===== src/rtl/cfs_pkg.sv =====
// ----------------------------------------------------------------------------
// cfs_pkg
// Shared constants and types of the capped flow sampler.
// ----------------------------------------------------------------------------
package cfs_pkg;

   localparam int TABLE_ENTRIES = 1024;
   localparam int TBL_AW        = $clog2(TABLE_ENTRIES);
   localparam int CNT_W         = TBL_AW + 1;
   localparam int HEADER_BYTES  = 96;
   localparam int PKT_CNT_W     = 16;

   localparam logic [15:0] LIMIT_RESET = 16'd10;
   localparam logic [15:0] LIMIT_CAP   = 16'd65534;
   localparam logic [15:0] ETH_IPV4    = 16'h0800;
   localparam logic [7:0]  PROTO_ICMP  = 8'd1;
   localparam logic [7:0]  PROTO_TCP   = 8'd6;
   localparam logic [7:0]  PROTO_UDP   = 8'd17;
   localparam logic        OP_BYTE     = 1'b0;
   localparam logic        OP_CLEAR    = 1'b1;

   // session key, as held in the table
   typedef struct packed {
      logic [31:0] lo_addr;
      logic [31:0] hi_addr;
      logic [15:0] lo_port;
      logic [15:0] hi_port;
      logic [7:0]  proto;
   } key_type;

   localparam int KEY_W   = $bits(key_type);
   localparam int ENTRY_W = KEY_W + PKT_CNT_W;

   // one feature record
   typedef struct packed {
      key_type     key;
      logic [15:0] total_length;
      logic [15:0] frag_word;
      logic [15:0] payload_length;
      logic [31:0] ack_number;
      logic [7:0]  flag_bits;
      logic [15:0] window;
      logic [7:0]  icmp_kind;
   } rec_type;

   // parser to table
   typedef struct packed {
      logic    frame_ok;
      rec_type rec;
   } frame_type;

endpackage


===== src/rtl/cfs_parse.sv =====
// ----------------------------------------------------------------------------
// cfs_parse
// Picks header fields out of the byte stream and checks the frame.
// ----------------------------------------------------------------------------
module cfs_parse (
   input  logic                clock,
   input  logic                byte_we,
   input  logic [15:0]         byte_pos,
   input  logic [7:0]          frame_byte,
   input  logic                last_byte,
   output cfs_pkg::frame_type  frame
);
   import cfs_pkg::*;

   logic [15:0] eth_type_ff;
   logic [7:0]  vih_ff;
   logic [15:0] tot_ff;
   logic [15:0] frag_ff;
   logic [7:0]  proto_ff;
   logic [31:0] saddr_ff;
   logic [31:0] daddr_ff;
   logic [15:0] sport_ff;
   logic [15:0] dport_ff;
   logic [15:0] ulen_ff;
   logic [31:0] ack_ff;
   logic [7:0]  flags_ff;
   logic [15:0] win_ff;
   logic [15:0] last_pos_ff;

   logic [3:0]  ihl_now;
   logic [15:0] l4_now;
   logic [15:0] rel;
   logic        in_l4;

   // transport offset, with the ihl of this beat when it arrives now
   assign ihl_now = (byte_pos == 16'd14) ? frame_byte[3:0] : vih_ff[3:0];
   assign l4_now  = 16'd14 + {10'd0, ihl_now, 2'b00};
   assign rel     = byte_pos - l4_now;
   assign in_l4   = (byte_pos >= l4_now) && (rel < 16'd20);

   // fixed-position capture
   always_ff @(posedge clock) begin
      if (byte_we && (byte_pos < 16'(HEADER_BYTES))) begin
         case (byte_pos)
            16'd12: eth_type_ff[15:8] <= frame_byte;
            16'd13: eth_type_ff[7:0]  <= frame_byte;
            16'd14: vih_ff            <= frame_byte;
            16'd16: tot_ff[15:8]      <= frame_byte;
            16'd17: tot_ff[7:0]       <= frame_byte;
            16'd20: frag_ff[15:8]     <= frame_byte;
            16'd21: frag_ff[7:0]      <= frame_byte;
            16'd23: proto_ff          <= frame_byte;
            16'd26: saddr_ff[31:24]   <= frame_byte;
            16'd27: saddr_ff[23:16]   <= frame_byte;
            16'd28: saddr_ff[15:8]    <= frame_byte;
            16'd29: saddr_ff[7:0]     <= frame_byte;
            16'd30: daddr_ff[31:24]   <= frame_byte;
            16'd31: daddr_ff[23:16]   <= frame_byte;
            16'd32: daddr_ff[15:8]    <= frame_byte;
            16'd33: daddr_ff[7:0]     <= frame_byte;
            default: ;
         endcase
      end
   end

   // transport header capture, relative to its start
   always_ff @(posedge clock) begin
      if (byte_we && in_l4) begin
         case (rel[4:0])
            5'd0:  sport_ff[15:8] <= frame_byte;
            5'd1:  sport_ff[7:0]  <= frame_byte;
            5'd2:  dport_ff[15:8] <= frame_byte;
            5'd3:  dport_ff[7:0]  <= frame_byte;
            5'd4:  ulen_ff[15:8]  <= frame_byte;
            5'd5:  ulen_ff[7:0]   <= frame_byte;
            5'd8:  ack_ff[31:24]  <= frame_byte;
            5'd9:  ack_ff[23:16]  <= frame_byte;
            5'd10: ack_ff[15:8]   <= frame_byte;
            5'd11: ack_ff[7:0]    <= frame_byte;
            5'd13: flags_ff       <= frame_byte;
            5'd14: win_ff[15:8]   <= frame_byte;
            5'd15: win_ff[7:0]    <= frame_byte;
            default: ;
         endcase
      end
      if (byte_we && last_byte) begin
         last_pos_ff <= byte_pos;
      end
   end

   logic        is_tcp, is_udp, is_icmp;
   logic [16:0] l4_end;
   logic        eth_ok, ip_ok, l4_ok;
   logic [15:0] ihl4;
   logic [15:0] sport_v, dport_v;

   // frame checks and record build
   always_comb begin
      is_tcp  = (proto_ff == PROTO_TCP);
      is_udp  = (proto_ff == PROTO_UDP);
      is_icmp = (proto_ff == PROTO_ICMP);
      ihl4    = {10'd0, vih_ff[3:0], 2'b00};
      l4_end  = 17'd14 + {1'b0, ihl4} + (is_tcp ? 17'd20 : 17'd8);
      eth_ok  = (last_pos_ff >= 16'd13) && (eth_type_ff == ETH_IPV4);
      ip_ok   = (last_pos_ff >= 16'd33) && (vih_ff[7:4] == 4'd4);
      l4_ok   = (l4_end <= ({1'b0, last_pos_ff} + 17'd1)) && (is_tcp || is_udp || is_icmp);
      frame.frame_ok = eth_ok && ip_ok && l4_ok;

      sport_v = is_icmp ? 16'd0 : sport_ff;
      dport_v = is_icmp ? 16'd0 : dport_ff;
      if (saddr_ff < daddr_ff) begin
         frame.rec.key.lo_addr = saddr_ff;
         frame.rec.key.hi_addr = daddr_ff;
         frame.rec.key.lo_port = sport_v;
         frame.rec.key.hi_port = dport_v;
      end else begin
         frame.rec.key.lo_addr = daddr_ff;
         frame.rec.key.hi_addr = saddr_ff;
         frame.rec.key.lo_port = dport_v;
         frame.rec.key.hi_port = sport_v;
      end
      frame.rec.key.proto    = proto_ff;
      frame.rec.total_length = tot_ff;
      frame.rec.frag_word    = frag_ff;
      if (is_tcp) begin
         frame.rec.payload_length = tot_ff - ihl4 - 16'd20;
      end else if (is_udp) begin
         frame.rec.payload_length = ulen_ff - 16'd8;
      end else begin
         frame.rec.payload_length = 16'd0;
      end
      frame.rec.ack_number = is_tcp ? ack_ff : 32'd0;
      frame.rec.flag_bits  = is_tcp ? flags_ff : 8'd0;
      frame.rec.window     = is_tcp ? win_ff : 16'd0;
      frame.rec.icmp_kind  = is_icmp ? sport_ff[15:8] : 8'd0;
   end

endmodule


===== config.mk =====
export PLATFORM = sky130hd
export DESIGN_NAME = cfs_parse
export DESIGN_NICKNAME = d
export VERILOG_FILES = /design/src/rtl/cfs_pkg.sv /design/src/rtl/cfs_parse.sv
export SDC_FILE = /design/constraint.sdc
export NUM_CORES = 1
export LEC_CHECK = 0
export ABC_AREA = 1
export BUFFER_PORTS_ARGS = -buffer_cell sky130_fd_sc_hd__buf_2
export CORE_MARGIN = 2
export CORE_UTILIZATION = 45
export CTS_BUF_LIST = sky130_fd_sc_hd__clkbuf_16
export DETAILED_ROUTE_END_ITERATION = 8
export GPL_ROUTABILITY_DRIVEN = 0
export PLACE_DENSITY = 0.75
export SYNTH_ARGS = -nofsm -noshare
export SYNTH_HDL_FRONTEND = slang
export SYNTH_SLANG_ARGS = --single-unit

===== constraint.sdc =====
create_clock -name clock -period 4.5 [get_ports clock]
set_input_delay 0.225 -clock clock [delete_from_list [all_inputs] [get_ports clock]]
set_output_delay 0.225 -clock clock [all_outputs]
set_load 0.02 [all_outputs]

==> key figures <==
Finish
  • Layout cells sized above 1: 19.9%
  • Diode count: 0
  • P&R area growth vs syn: 19.9%
  • Most frequent cells in the layout: nand2_1, edfxtp_1, buf_2, inv_1, nor2_1
  • Finished Cell Area: 15900 µm²
  • Commonest non-fill, non-tap cell in the layout: nand2_1
  • Top Registers: ack_ff x32, daddr_ff x32, saddr_ff x32
  • Fin util: 55.1%
  • Final nets: 1806

Synthesis
  • Seq/Total Area, Yosys: 56.1%
  • #FFs+latches synth: 248
  • Post-synth EDFFs: 248
  • Ys flop type: edfxtp_1
  • Syn_nets: 1535
  • Avg Cell Area, Syn: 9.19 µm²
  • Post-Syn Area: 13300 µm²
  • Synth warnings: 0
  • Synthesized instance count: 1444
  • Ys async rst share: 0%
  • Yosys cell types: 43

Timing
  • Fin crit period: 4.12 ns
  • Setup Total Neg Slack: 0 ns
  • Final setup violation count: 0
  • Relative slew slack: 21.3%
  • Worst setup slack after layout: 0.378 ns
  • Hold Fails Final Rpt: 0
  • Max-slew violation count: 0
  • Worst clock skew: 0.00831 ns
  • RSZ-0062 raised after global routing: false
  • Slew @ Worst Pin: 1.18 ns
  • Fin crit share: 91.6%
  • Fmax: 243 MHz

GRT
  • Grt ovf: 0
  • Vias in the first global route: 10100
  • Total GRT Usage: 21.8%
  • Initial antenna violation count: 0
  • Largest net degree at the start of global routing: 97
  • First-pass GRT wire length: 52.9 mm

Power and ir drop
  • Leak: 0.00742 µW
  • VDD IR max: 0.251 mV
  • PD cells: 301 nW/µm²

Detailed routing
  • Antenna viol nets, final: 0
  • Starting DRT DRC Count: 632
  • DRT Wirelength: 34.5 mm
  • Wire per inst: 16.3 µm
  • Residual DRC: 0
  • DRT Pass-1 Iters: 5
  • Detailed-route via count: 10700
  • Via/cell ratio: 5.07

CTS
  • Worst-Skew Late Latency: 0.53 ns
  • Clk pin slew, worst setup/hold paths: 0.06 ns
  • # H-tree levels: 1
  • CTS tree: built
  • CTS sink cnt: 248
  • Clock root buffer: clkbuf_16
  • Max clock buf depth: 3
  • CTS Buf Count: 26

Floorplan
  • Io pins: 244
  • Die width: 176 µm
  • Die Y: 176 µm
  • Starting Density: 46.0%
  • Site Rows: 62
  • Core box area: 28900 µm²
  • Die area: 30900 µm²

Worst hold path
  • Hold WC Path Type: in -> reg
  • HP Start: byte_pos[1]

Place
  • Setup slack after placement: 0.563 ns
  • Port Buffer Count: 243
  • DPL Wire Length: 23.9 mm
  • Area after DPL: 14900 µm²

Setup path
  • Worst r2r src: vih_ff[1]
  • Max incr delay on CP: 0.47 ns
  • Crit Path Category: reg -> out
  • Most used cell, CP: nand2_1
  • Critical path's top delay family: simple AND/OR/NAND/NOR gates
  • Crit path max-delay cell type: nor3_1
  • Critical Path Sink Type: output pin
  • Cells along the critical path: nor2_1, nand2_1, nor3_1, ha_1, inv_1, ha_1, fa_1, ha_1, nand2_1, nor3_1, nand3_1, nand2_1, nor2_1, nand2_1, inv_1, nand4_1, nand2_1, inv_1, buf_2
  • WP buf/inv: 4
  • Worst setup SP type: flip-flop
  • Critical Path Fanout Max: 4
  • Critical Path Start: proto_ff[5]
  • Worst EP arrival: 3.90 ns
  • Worst EP required: 4.28 ns

Outcome
  • Outcome: complete, no violations

Run
  • Max Cap Violations: 0
Yosys cell counts (4+ instances only):
cell type  number  area (µm²)
a21oi_1        34         170
buf_2          23         115
buf_6           7        78.8
clkbuf_1       10        37.5
edfxtp_1      248        7450
ha_1           62         776
inv_1         209         785
inv_2           7        26.3
nand2_1       366        1370
nand2_2         5        31.3
nand3_1       140         701
nand3b_1        5        37.5
nand4_1        14        87.6
nor2_1        186         698
nor2_2          4        25.0
nor3_1         27         135
nor3_2         11         110
nor4_1          9        56.3
o21ai_0        18        90.1
xnor2_1        11        96.3
xor2_1         11        96.3
what timing repair did:
action,in CTS,in global routing
endpoints found under the hold margin,15,0
buffers inserted,0,0
hold buffers,15,0
gates resized for setup,0,0
where the power goes:
| part | internal (µW) | leakage [µW] | total (µW) | switching (µW) |
|---|---|---|---|---|
| clock | 1160 | 0.000399 | 2030 | 868 |
| combinational | 52.8 | 0.00479 | 186 | 134 |
| sequential | 2550 | 0.00223 | 2570 | 12.6 |
worst register-to-register path, stage by stage (launching register included):
cell	delay [ns]
edfxtp_1	0.40
inv_1	0.14
nand2_1	0.08
o21ai_2	0.08
ha_1	0.20
xor2_1	0.17
ha_1	0.32
nand2_1	0.10
nand2_1	0.08
a21oi_1	0.27
nand4_1	0.13
nand2_1	0.09
nand2_1	0.05
inv_1	0.06
nand2_2	0.26
nor3_1	0.32
buf_4	0.21
cell families (layout without fill, tap and decap cells):
| group | count (synthesis) | after routing | share of synthesized area, % |
|---|---|---|---|
| simple gates | 774 | 774 | 25.0 |
| compound gates | 75 | 75 | 3.22 |
| fa+ha+maj | 64 | 64 | 6.15 |
| xor+xnor | 22 | 22 | 1.45 |
| buf+inv | 261 | 550 | 8.05 |
| flops | 248 | 248 | 56.1 |
through the flow:
stage / instances / total power [µW] / hold slack, ns
floorplan: 1444 / 2690 / 0.324
detailed placement: 2056 / 2790 / 0.448
CTS: 2117 / 4820 / 0.0477
global route: 2117 / 4940 / 0.0575
global placement: 2056 / 2790 / 0.441
finish: 2117 / 4780 / 0.0788
metal layers:
metal	up-vias	GRT usage, %	share of wire (%)
li1	5287	-	-
met1	4988	28.9	43
met2	380	37.0	48
met3	77	2.79	6.1
met4	0	7.61	3.0
met5	-	0	0
final timing paths:
check	to	slack (ns)	cells past startpoint
worst min register to register	sport_ff[6]	1.55	9
worst max-delay path	frame[216]	0.38	19
worst min-delay path	last_pos_ff[1]	0.08	1
worst max register to register	win_ff[7]	1.28	16
layout make-up:
cell class	instances	area, µm²
multi-input cells	935	4770
well taps	384	480
flip-flops and latches	248	7450
clock buffers	26	651
clock inverters	20	158
inverters	217	815
fillers	2516	12900
repair buffers	287	1580
No activity file was read; power rests on OpenSTA's default activity.
